**src/sv/xrng_pkg.sv**
```systemverilog
// ----------------------------------------------------------------------------
// xrng_pkg
// Types and constants shared by the xoshiro128+ generator: the request and
// response payloads, operation codes, splitmix64 constants and the command
// bundle from the controller to the datapath.
// ----------------------------------------------------------------------------
package xrng_pkg;

   // Operation codes carried in a request.
   localparam logic OP_DRAW   = 1'b0;
   localparam logic OP_RESEED = 1'b1;

   // splitmix64 constants.
   localparam logic [63:0] GOLDEN_STEP = 64'h9e37_79b9_7f4a_7c15;
   localparam logic [63:0] MIX_MUL_A   = 64'hbf58_476d_1ce4_e5b9;
   localparam logic [63:0] MIX_MUL_B   = 64'h94d0_49bb_1331_11eb;

   localparam int unsigned SHIFT_PRE   = 30;
   localparam int unsigned SHIFT_MID   = 27;
   localparam int unsigned SHIFT_POST  = 31;

   // xoshiro128 update constants.
   localparam int unsigned XOSHIRO_SHL = 9;
   localparam int unsigned XOSHIRO_ROT = 11;

   localparam int unsigned WORD_COUNT  = 4;

   typedef struct packed {
      logic        operation;
      logic [63:0] seed_value;
   } req_payload_type;

   typedef struct packed {
      logic [31:0] random_word;
      logic [23:0] unit_fraction;
   } rsp_payload_type;

   // Commands from the controller to the datapath.
   typedef struct packed {
      logic       load_acc;     // load the seed accumulator
      logic       seed_zero;    // load zero instead of the request seed
      logic       golden_step;  // add the golden constant and pre-mix
      logic       mul_en;       // one step of the split 64-bit multiply
      logic [1:0] mul_step;
      logic       const_b;      // second mixing multiplier selected
      logic       mix_shift;    // middle xor-shift into the multiplier operand
      logic       store_word;   // final xor-shift into a state word
      logic [1:0] word_index;
      logic       draw;         // produce a word and advance the state
      logic       reply_zero;   // load the zero response of a reseed
   } xrng_cmd_type;

endpackage

```
**src/sv/xrng_stream_if.sv**
```systemverilog
// ----------------------------------------------------------------------------
// xrng_stream_if
// Valid/ready channel carrying one payload per request.
// ----------------------------------------------------------------------------
interface xrng_stream_if #(
   parameter type payload_type = logic
);
   logic        valid;
   logic        ready;
   payload_type payload;

   modport source (output valid, output payload, input ready);
   modport sink   (input valid, input payload, output ready);
endinterface

```
**src/sv/xrng_datapath.sv**
```systemverilog
// ----------------------------------------------------------------------------
// xrng_datapath
// State words, splitmix64 seeding arithmetic on a shared 32x32 multiplier,
// the xoshiro128+ draw and the response register.
// ----------------------------------------------------------------------------
module xrng_datapath
   import xrng_pkg::*;
(
   input  logic         clock,
   input  xrng_cmd_type cmd,
   input  logic [63:0]  seed_value,
   output logic [31:0]  random_word,
   output logic [23:0]  unit_fraction
);

   logic [63:0] acc_ff, acc_in;
   logic [63:0] z_ff, z_in;
   logic [63:0] mul_ff;
   logic [63:0] res_ff, res_in;
   logic [31:0] words_ff [WORD_COUNT];
   logic [31:0] words_in [WORD_COUNT];
   logic [31:0] word_ff, word_in;

   logic [63:0] acc_sum;
   logic [63:0] mul_const;
   logic [31:0] mul_a;
   logic [31:0] mul_b;
   logic [63:0] product;
   logic [63:0] res_mid;
   logic [63:0] res_post;
   logic [31:0] draw_sum;
   logic [31:0] w0_n, w1_n, w2_n, w3_n;

   assign acc_sum   = acc_ff + GOLDEN_STEP;
   assign mul_const = cmd.const_b ? MIX_MUL_B : MIX_MUL_A;

   // The low 64 bits of the 64x64 product are built from three partial
   // products: lo*lo in full, then the low halves of hi*lo and lo*hi.
   assign mul_a   = (cmd.mul_step == 2'd1) ? z_ff[63:32] : z_ff[31:0];
   assign mul_b   = (cmd.mul_step == 2'd2) ? mul_const[63:32] : mul_const[31:0];
   assign product = 64'(mul_a) * 64'(mul_b);

   assign res_mid  = res_ff ^ (res_ff >> SHIFT_MID);
   assign res_post = res_ff ^ (res_ff >> SHIFT_POST);

   assign draw_sum = words_ff[0] + words_ff[3];

   always_comb begin
      logic [31:0] t2;
      logic [31:0] t3;
      t2   = words_ff[2] ^ words_ff[0];
      t3   = words_ff[3] ^ words_ff[1];
      w1_n = words_ff[1] ^ t2;
      w0_n = words_ff[0] ^ t3;
      w2_n = t2 ^ (words_ff[1] << XOSHIRO_SHL);
      w3_n = {t3[31-XOSHIRO_ROT:0], t3[31:32-XOSHIRO_ROT]};
   end

   always_comb begin
      acc_in = acc_ff;
      z_in   = z_ff;
      res_in = res_ff;
      if (cmd.load_acc) begin
         acc_in = cmd.seed_zero ? 64'd0 : seed_value;
      end else if (cmd.golden_step) begin
         acc_in = acc_sum;
         z_in   = acc_sum ^ (acc_sum >> SHIFT_PRE);
      end else if (cmd.mix_shift) begin
         z_in = res_mid;
      end
      if (cmd.mul_en) begin
         case (cmd.mul_step)
            2'd1:    res_in = mul_ff;
            2'd2,
            2'd3:    res_in = {res_ff[63:32] + mul_ff[31:0], res_ff[31:0]};
            default: res_in = res_ff;
         endcase
      end
   end

   always_comb begin
      for (int i = 0; i < WORD_COUNT; i++) begin
         words_in[i] = words_ff[i];
      end
      if (cmd.store_word) begin
         words_in[cmd.word_index] = res_post[31:0];
      end else if (cmd.draw) begin
         words_in[0] = w0_n;
         words_in[1] = w1_n;
         words_in[2] = w2_n;
         words_in[3] = w3_n;
      end
      word_in = word_ff;
      if (cmd.draw) begin
         word_in = draw_sum;
      end else if (cmd.reply_zero) begin
         word_in = 32'd0;
      end
   end

   always_ff @(posedge clock) begin
      acc_ff  <= acc_in;
      z_ff    <= z_in;
      mul_ff  <= product;
      res_ff  <= res_in;
      word_ff <= word_in;
      for (int i = 0; i < WORD_COUNT; i++) begin
         words_ff[i] <= words_in[i];
      end
   end

   assign random_word   = word_ff;
   assign unit_fraction = word_ff[31:8];

endmodule

```
**src/sv/xrng_ctrl.sv**
```systemverilog
// ----------------------------------------------------------------------------
// xrng_ctrl
// Sequencer for the generator: request and response handshakes, the
// seeding schedule of four splitmix64 rounds and the seeding pass after reset.
// ----------------------------------------------------------------------------
module xrng_ctrl
   import xrng_pkg::*;
(
   input  logic         clock,
   input  logic         reset,
   input  logic         req_valid,
   input  logic         req_operation,
   output logic         req_ready,
   output logic         rsp_valid,
   input  logic         rsp_ready,
   output xrng_cmd_type cmd
);

   typedef enum logic [2:0] {
      S_INIT,
      S_IDLE,
      S_ADD,
      S_MUL,
      S_XS,
      S_REPLY
   } state_type;

   state_type  state_ff;
   logic [1:0] step_ff;
   logic [1:0] round_ff;
   logic       mix_ff;
   logic       init_ff;
   logic       rsp_valid_ff;

   logic       slot_free;
   logic       accept;

   assign slot_free = !rsp_valid_ff || rsp_ready;
   assign req_ready = (state_ff == S_IDLE) && slot_free;
   assign accept    = req_valid && req_ready;
   assign rsp_valid = rsp_valid_ff;

   always_comb begin
      cmd             = '0;
      cmd.load_acc    = (state_ff == S_INIT) || (accept && req_operation == OP_RESEED);
      cmd.seed_zero   = (state_ff == S_INIT);
      cmd.golden_step = (state_ff == S_ADD);
      cmd.mul_en      = (state_ff == S_MUL);
      cmd.mul_step    = step_ff;
      cmd.const_b     = mix_ff;
      cmd.mix_shift   = (state_ff == S_XS) && !mix_ff;
      cmd.store_word  = (state_ff == S_XS) && mix_ff;
      cmd.word_index  = round_ff;
      cmd.draw        = accept && req_operation == OP_DRAW;
      cmd.reply_zero  = (state_ff == S_REPLY) && slot_free;
   end

   always_ff @(posedge clock) begin
      if (reset) begin
         state_ff     <= S_INIT;
         step_ff      <= 2'd0;
         round_ff     <= 2'd0;
         mix_ff       <= 1'b0;
         init_ff      <= 1'b1;
         rsp_valid_ff <= 1'b0;
      end else begin
         if (cmd.draw || cmd.reply_zero) begin
            rsp_valid_ff <= 1'b1;
         end else if (rsp_ready) begin
            rsp_valid_ff <= 1'b0;
         end
         case (state_ff)
            S_INIT: begin
               round_ff <= 2'd0;
               mix_ff   <= 1'b0;
               step_ff  <= 2'd0;
               state_ff <= S_ADD;
            end
            S_IDLE: begin
               if (accept && req_operation == OP_RESEED) begin
                  init_ff  <= 1'b0;
                  round_ff <= 2'd0;
                  mix_ff   <= 1'b0;
                  step_ff  <= 2'd0;
                  state_ff <= S_ADD;
               end
            end
            S_ADD: begin
               state_ff <= S_MUL;
            end
            S_MUL: begin
               step_ff <= step_ff + 2'd1;
               if (step_ff == 2'd3) begin
                  state_ff <= S_XS;
               end
            end
            S_XS: begin
               if (!mix_ff) begin
                  mix_ff   <= 1'b1;
                  state_ff <= S_MUL;
               end else begin
                  mix_ff   <= 1'b0;
                  round_ff <= round_ff + 2'd1;
                  if (round_ff == 2'(WORD_COUNT - 1)) begin
                     // The pass after reset gives no response.
                     state_ff <= init_ff ? S_IDLE : S_REPLY;
                  end else begin
                     state_ff <= S_ADD;
                  end
               end
            end
            S_REPLY: begin
               if (slot_free) begin
                  state_ff <= S_IDLE;
               end
            end
            default: begin
               state_ff <= S_IDLE;
            end
         endcase
      end
   end

endmodule

```
**src/sv/xoshiro128plus_generator.sv**
```systemverilog
// A draw request's response is registered at acceptance and is valid in the
// next cycle, and draws are accepted every cycle while the response side keeps
// taking them. A reseed runs four splitmix64 rounds on one shared 32x32
// multiplier; its zero response is registered in S_REPLY once the response
// slot is free. After reset the state is seeded from zero by the same
// sequencer, so no request is accepted until that seeding pass has finished.
// ----------------------------------------------------------------------------
// xoshiro128plus_generator
// xoshiro128+ random word generator with splitmix64 seeding.
// ----------------------------------------------------------------------------
module xoshiro128plus_generator
   import xrng_pkg::*;
(
   input  logic         clock,
   input  logic         reset,
   xrng_stream_if.sink   req_chan,
   xrng_stream_if.source rsp_chan
);

   xrng_cmd_type cmd;
   logic [31:0]  random_word;
   logic [23:0]  unit_fraction;

   xrng_ctrl u_ctrl (
      .clock         (clock),
      .reset         (reset),
      .req_valid     (req_chan.valid),
      .req_operation (req_chan.payload.operation),
      .req_ready     (req_chan.ready),
      .rsp_valid     (rsp_chan.valid),
      .rsp_ready     (rsp_chan.ready),
      .cmd           (cmd)
   );

   xrng_datapath u_datapath (
      .clock         (clock),
      .cmd           (cmd),
      .seed_value    (req_chan.payload.seed_value),
      .random_word   (random_word),
      .unit_fraction (unit_fraction)
   );

   assign rsp_chan.payload.random_word   = random_word;
   assign rsp_chan.payload.unit_fraction = unit_fraction;

endmodule

```
**src/flat_wrapper.sv**
```systemverilog
// flat-port wrapper written by rule: the top's interface ports become plain ports
module xoshiro128plus_generator_flat import xrng_pkg::*;
  (clock, reset, req_chan_valid, req_chan_payload, req_chan_ready, rsp_chan_valid, rsp_chan_payload, rsp_chan_ready);
  xrng_stream_if #(.payload_type(req_payload_type)) req_chan_i ();
  xrng_stream_if #(.payload_type(rsp_payload_type)) rsp_chan_i ();
  input  logic clock;
  input  logic reset;
  input wire logic [$bits(req_chan_i.valid)-1:0] req_chan_valid;
  input wire logic [$bits(req_chan_i.payload)-1:0] req_chan_payload;
  output wire logic [$bits(req_chan_i.ready)-1:0] req_chan_ready;
  output wire logic [$bits(rsp_chan_i.valid)-1:0] rsp_chan_valid;
  output wire logic [$bits(rsp_chan_i.payload)-1:0] rsp_chan_payload;
  input wire logic [$bits(rsp_chan_i.ready)-1:0] rsp_chan_ready;
  assign req_chan_i.valid = req_chan_valid;
  assign req_chan_i.payload = req_chan_payload;
  assign req_chan_ready = req_chan_i.ready;
  assign rsp_chan_valid = rsp_chan_i.valid;
  assign rsp_chan_payload = rsp_chan_i.payload;
  assign rsp_chan_i.ready = rsp_chan_ready;
  xoshiro128plus_generator u_core (.clock(clock), .reset(reset), .req_chan(req_chan_i), .rsp_chan(rsp_chan_i));
endmodule
```
**config.mk**
```make
export PLATFORM = sky130hd
export DESIGN_NAME = xoshiro128plus_generator_flat
export DESIGN_NICKNAME = d
export VERILOG_FILES = /design/src/sv/xrng_pkg.sv /design/src/sv/xrng_stream_if.sv /design/src/sv/xrng_datapath.sv /design/src/sv/xrng_ctrl.sv /design/src/sv/xoshiro128plus_generator.sv /design/src/flat_wrapper.sv
export SDC_FILE = /design/constraint.sdc
export NUM_CORES = 2
export LEC_CHECK = 0
export ABC_AREA = 1
export BUFFER_PORTS_ARGS = -buffer_cell sky130_fd_sc_hd__buf_4
export CAP_MARGIN = 30
export CORE_UTILIZATION = 25
export CTS_CLUSTER_DIAMETER = 30
export DETAILED_ROUTE_END_ITERATION = 10
export GPL_TIMING_DRIVEN = 0
export PLACE_DENSITY = 0.42
export SYNTH_ARGS = -nofsm -noshare
export SYNTH_HDL_FRONTEND = slang
export SYNTH_SLANG_ARGS = --single-unit
```
**constraint.sdc**
```tcl
create_clock -name clock -period 17.7 [get_ports clock]
set_input_delay 2.655 -clock clock [delete_from_list [all_inputs] [get_ports clock]]
set_output_delay 2.655 -clock clock [all_outputs]
set_load 0.01 [all_outputs]
```
* Word-level counts from Yosys, hierarchy flattened
Memories as Yosys holds them, arrays and structs flattened.
Cells that the tools add are included.
** Operators by class
- Bitwise logic cells :: 12
- Reductions and logical operators :: 30
- Order comparisons :: 2
- Eq/ne operators :: 13
- Add/subtract/negate cells :: 5
- Muxes and demuxes :: 32
- Multipliers :: 1
** Operator list (count)
- 2-to-1 mux 64 bit :: 5
- 2-to-1 mux 128 bit :: 2
- XOR 32 bit :: 6
- 2-to-1 mux 32 bit :: 5
- bitwise mux 128 bit :: 1
- one-hot mux 64 bit (2 select lines) :: 1
- adder 32 bit :: 2
- adder 64 bit (second input constant) :: 1
- demux 32 bit (select 2 bit) :: 1
- multiplier 32 x 32 -> 64 bit :: 1
- XOR 64 x 34 -> 64 bit :: 1
- XOR 64 x 37 -> 64 bit :: 1
- 2-to-1 mux 62 bit :: 1
- 2-to-1 mux 3 bit :: 6
- one-hot mux 3 bit (6 select lines) :: 1
- one-hot mux 2 bit (3 select lines) :: 2
- AND reduction 2 bit :: 5
- nonzero test 2 bit :: 5
- AND reduction 3 bit :: 3
- logical AND 1 bit :: 8
- equality test 2 bit (second input constant) :: 3
- equality test 3 x 2 -> 1 bit (second input constant) :: 2
- equality test 3 bit (second input constant) :: 2
- != test 2 bit (second input constant) :: 3
- other kinds (16) :: 27
** Word-level totals
- Register bits after elaboration :: 298
- Memories kept :: 1
- Output and inout bits :: 58
- Memory bits (writable) :: 128
** Memory list
- u_core.u_datapath.words_ff :: words 4, width 32, rd ports 4, clocked after memory_dff 0, wr ports 4, RTL line xrng_datapath.sv:20 : logic [31:0] words_ff [WORD_COUNT];

* Logic depth before layout (Yosys ltp)
- Depth after elaboration :: 8
- Mapped depth :: 39

* Modules after synthesis
From an unflattened synthesis, not the netlist that was laid out.
** Second synthesis, totals
- Cells, all modules :: 6735
- Area total of the unflattened synthesis :: 56434.1 um2
** By module, submodules not included
- xrng_datapath :: instances 1, cells each 6647, seq. area each 11851.4 um2, area each 55852.3 um2
- xrng_ctrl :: instances 1, cells each 88, seq. area each 200.2 um2, area each 581.8 um2

* Least setup slack after synthesis
OpenSTA, ideal clock, no wires.
- Kind :: register to register
- Start point :: register u_core.u_ctrl.step_ff[1]
- End point :: register u_core.u_datapath.mul_ff[60]
- Library setup time :: 0.112 ns
- Path slack :: 9.434 ns
- Stages on the path, launching flop included :: 34
- Arrival :: 8.154 ns
- Period minus slack after synthesis :: 8.266 ns
- Path buffers :: 4
- Path through :: dfxtp_1 clkbuf_1 clkbuf_1 inv_1 ha_1 buf_2 buf_2 o21ai_2 clkinv_1 nor2_1 inv_1 fa_1 inv_1 fa_1 inv_1 fa_1 fa_1 fa_1 inv_1 fa_1 fa_1 inv_1 fa_1 inv_1 ha_1 nand2_1 nor2_1 inv_1 nor2_1 nand3_1 o21ai_0 nand3_1 nand3_1 nand2_1
** On the way
- Longest elaborated chain between the ends :: 3
** Ends and longest elaborated chain
- from (decl) :: RTL line xrng_ctrl.sv:29 : logic [1:0] step_ff;
- from (signal assigned) :: RTL line xrng_ctrl.sv:92 : step_ff <= step_ff + 2'd1;
- equality test 2 x 1 -> 1 bit / equality test 2 bit (equally long branches) :: RTL line xrng_datapath.sv:39, xrng_datapath.sv:40
- 2-to-1 mux 32 bit (on tied branches) :: RTL line xrng_datapath.sv:39, xrng_datapath.sv:40
- multiplier 32 x 32 -> 64 bit (*) :: RTL line xrng_datapath.sv:41 : assign product = 64'(mul_a) * 64'(mul_b);
- via u_core.u_datapath.product[60] :: RTL line xrng_datapath.sv:28 : logic [63:0] product;
- to (signal assigned) :: RTL line xrng_datapath.sv:104 : mul_ff <= product;
- to (decl) :: RTL line xrng_datapath.sv:18 : logic [63:0] mul_ff;
The timed path passes the listed nets; every way through them passes the cells marked *.
A chain may end at the register's enable or synchronous reset.

* Final worst setup path
Same ends and word-level chain as after synthesis.

==> metrics.log <==
INFO  metric timing.setup.critical_path_class = reg -> reg
INFO  metric worst_slew_pin_slew = 1140 ps
INFO  metric tns = 0 ps
INFO  metric clk_path_buf_depth = 3
INFO  metric seq_area_frac_synth = 0.214
INFO  metric first_global_vias = 48.6k
INFO  metric synth.area.mux_share = 0.000178
INFO  metric cts_max_level = 3
INFO  metric ctsHoldBuffers = 0
INFO  metric relative_slew_slack = 0.243
INFO  metric reg2reg_slack = 5890 ps
INFO  metric dp_cells = 9,860
INFO  metric synthDominantCellAreaShare = 0.284
INFO  metric num_rows = 173
INFO  metric async_flop_share = 0
INFO  metric hold_path_depth = 2
INFO  metric max-cap-violations = 0
INFO  metric gr-total-overflow = 0
INFO  metric hold_viol = 0
INFO  metric finalWorstPathRequiredPeriod = 11,810 ps
INFO  metric cts_resized = 0
INFO  metric synth_xor_area_frac = 0.0512
INFO  metric clk_skew = 37.0 ps
INFO  metric finalMaxSlewViolations = 0
INFO  metric rr_endpoint = u_core.u_datapath.mul_ff[60]
INFO  metric reg_clk_slew_reported_paths = 60 ps
INFO  metric post_layout_nonfiller_instances = 10.0k
INFO  metric post_synth.cell_area_avg = 8.39 µm²
INFO  metric post_synth_fa_ha_maj_area_fraction = 0.379
INFO  metric cp_data_required_time = 18,280 ps
INFO  metric vias = 46.6k
INFO  metric highest_count_cells_in_the_layout_ignoring_fill_and_taps = 1,466 x sky130_fd_sc_hd__inv_1, 1,260 x sky130_fd_sc_hd__nand2_1, 799 x sky130_fd_sc_hd__fa_1
INFO  metric post_synth_and_or_nand_nor_area_fraction = 0.173
INFO  metric postSynthNetCount = 8,019
INFO  metric min_period_over_period = 0.667
INFO  metric worst_setup_path_end_kind = flop
INFO  metric synth-main-ff-cell = sky130_fd_sc_hd__edfxtp_1
INFO  metric clock_latency = 690 ps
INFO  metric data_arrival_time_at_the_worst_slack_endpoint = 12,390 ps
INFO  metric outcome = finished clean
INFO  metric timing.critical_path.slowest_cell_delay = 1030 ps
INFO  metric synthTopCellsByArea = sky130_fd_sc_hd__fa_1 28%, sky130_fd_sc_hd__edfxtp_1 19%, sky130_fd_sc_hd__inv_1 9.8%
INFO  metric post_synth_inst_count = 6,723
INFO  metric drc_marker_count_from_the_first_detailed_route_iteration = 3,894
INFO  metric detail_route.wl_per_cell = 24.6 µm
INFO  metric setup_viol_count_final = 0
INFO  metric worst_r2r_path_cells = 33
INFO  metric area_growth = 15.4%
INFO  metric worst_hold_path_type = reg -> reg
INFO  metric iteration_count_of_the_initial_detailed_routing_pass = 6
INFO  metric post_synth_num_cell_types = 52
INFO  metric tritoncts.num_buffers = 96
INFO  metric global_route_wire_length_before_repair = 352,000 µm
INFO  metric synthesis.area = 56,400 µm²
INFO  metric number_of_clock_sinks = 426
INFO  metric post_route_cells_drive_above_1_share = 0.0751
INFO  metric timing.fmax = 0.0847 GHz
INFO  metric start_point_of_the_worst_hold_path = u_core.u_ctrl.init_ff
INFO  metric setup.worst_path.start_class = flop
INFO  metric synth_enable_flop_cells = 352
INFO  metric timing.rr.start = u_core.u_ctrl.step_ff[1]
INFO  metric io_buffer_count = 126
INFO  metric top_level_ports = 127
INFO  metric main_combinational_cell_family_by_area_after_synthesis = adder cells
INFO  metric yosysWarnings = 0
INFO  metric timing.hold.worst_endpoint = u_core.u_ctrl.init_ff
INFO  metric post_drt_via_cell_ratio = 4.64
INFO  metric fp.dieW = 477 µm
INFO  metric grt_use_total = 0.215
INFO  metric drc_errors = 0
INFO  metric synth_compound_area_frac = 0.0692
INFO  metric detailed_route_wl = 247,000 µm
INFO  metric tritoncts = yes
INFO  metric synth.ff_latch_count = 426
INFO  metric synth_area_leader_cell = sky130_fd_sc_hd__fa_1
INFO  metric timing.critical_path.slowest_stage_cell = sky130_fd_sc_hd__clkinv_1
INFO  metric cts_setup_buffers = 0
INFO  metric gp_congestion = 0.944
INFO  metric die-area = 227,000 µm²
INFO  metric finalNetCount = 8,282
INFO  metric final_common_cell = sky130_fd_sc_hd__inv_1
INFO  metric floorplan.initialDensity = 0.253
INFO  metric die_h = 477 µm
INFO  metric maximum_number_of_pins_on_one_net_before_global_route_repair = 65
INFO  metric cts-root-buf = sky130_fd_sc_hd__clkbuf_16
INFO  metric route.antenna.remaining_nets = 0
INFO  metric core_region_area = 223,000 µm²
INFO  metric place_hpwl = 212,000 µm
INFO  metric unrepaired_setup_endpoints_after_global_routing = false
INFO  metric antenna_violations_before_repair = 4
INFO  metric worst_hold_slack = 451 ps
INFO  metric critical_path_peak_fanout = 11
[layer usage]
layer  GRT usage  vias up  share of wire  routed length, µm
li1            -    21280              -                  -
met2       0.362     1507           0.47             117000
met4      0.0710        0          0.034               8400
met5           0        -              0                  0
met1       0.286    23511           0.44             109000
met3      0.0239      299          0.051              12600
[cell type report]
class | count | area (µm²)
Clock inverter | 71 | 791
Timing Repair Buffer | 165 | 1560
Buffer | 173 | 791
Inverter | 1503 | 5640
Clock buffer | 109 | 2530
Multi-Input combinational cell | 4621 | 38000
Sequential cell | 426 | 12100
Fill cell | 24210 | 158000
Antenna cell | 2 | 5.00
Tap cell | 2975 | 3720
[through the flow]
| stage | area [µm²] | setup slack, ps | utilization |
|---|---|---|---|
| after floorplan | 56400 | 9430 | - |
| after global placement | 61100 | 5690 | 0.274 |
| after detailed placement | 61700 | 5990 | 0.276 |
| after CTS | 65000 | 5970 | 0.291 |
| after global routing | 65100 | 5610 | 0.291 |
| final | 65100 | 5890 | 0.292 |
[cells by family after synthesis]
kind of cell             Yosys count
AND/OR/NAND/NOR                 2353
buffers and inverters           1676
adder cells (fa/ha/maj)         1227
AO/OA/AOI/OAI                    714
flip-flops                       426
XOR/XNOR                         326
multiplexers                       1
[registers in the layout, summed over array words and instances, names as in the netlist]
signal / cells
u_core.u_datapath.random_word: 32
u_core.u_ctrl.step_ff: 2
u_core.u_ctrl.state_ff: 3
u_core.u_ctrl.rsp_valid: 1
u_core.u_datapath.words_ff: 128
u_core.u_datapath.mul_ff: 64
u_core.u_datapath.z_ff: 64
u_core.u_datapath.res_ff: 64
u_core.u_datapath.acc_ff: 64
u_core.u_ctrl.round_ff: 2
u_core.u_ctrl.mix_ff: 1
u_core.u_ctrl.init_ff: 1
[how the worst max path moves through the flow]
stage	from	endpoint	slack, ps	cells past startpoint
5_1_grt	u_core.u_ctrl.step_ff[1]	u_core.u_datapath.mul_ff[60]	5610	33
6_report	u_core.u_ctrl.step_ff[1]	u_core.u_datapath.mul_ff[60]	5890	33
3_5_place_dp	u_core.u_ctrl.step_ff[1]	u_core.u_datapath.mul_ff[60]	5990	33
4_1_cts	u_core.u_ctrl.step_ff[1]	u_core.u_datapath.mul_ff[60]	5970	33
3_3_place_gp	u_core.u_ctrl.step_ff[1]	u_core.u_datapath.mul_ff[60]	5690	33
2_1_floorplan	u_core.u_ctrl.step_ff[1]	u_core.u_datapath.mul_ff[60]	9430	33
[synth_stat cells, drive strengths merged, types with 15 or more instances]
cell and count:
inv 1488, nand2 1296, fa 799, nor2 675
ha 428, edfxtp 352, o21ai 348, nand3 257
a21oi 240, xnor2 183, xor2 143, clkbuf 100
dfxtp 74, buf 73, nor3 44, o22ai 42
nand4 34, o21bai 23, nand3b 21, a31oi 16
o21a 16, clkinv 15
[critical path: cells and delay by family, from the launching register on]
| kind | cells | cell delay (ps) |
|---|---|---|
| adder cells (fa/ha/maj) | 10 | 4800 |
| buffers and inverters | 13 | 3040 |
| AND/OR/NAND/NOR | 8 | 1970 |
| AO/OA/AOI/OAI | 2 | 1470 |
| flip-flops | 1 | 380 |
Power is not shown: default switching activity piles up to over one toggle a cycle in this logic, so the estimate is an artifact.
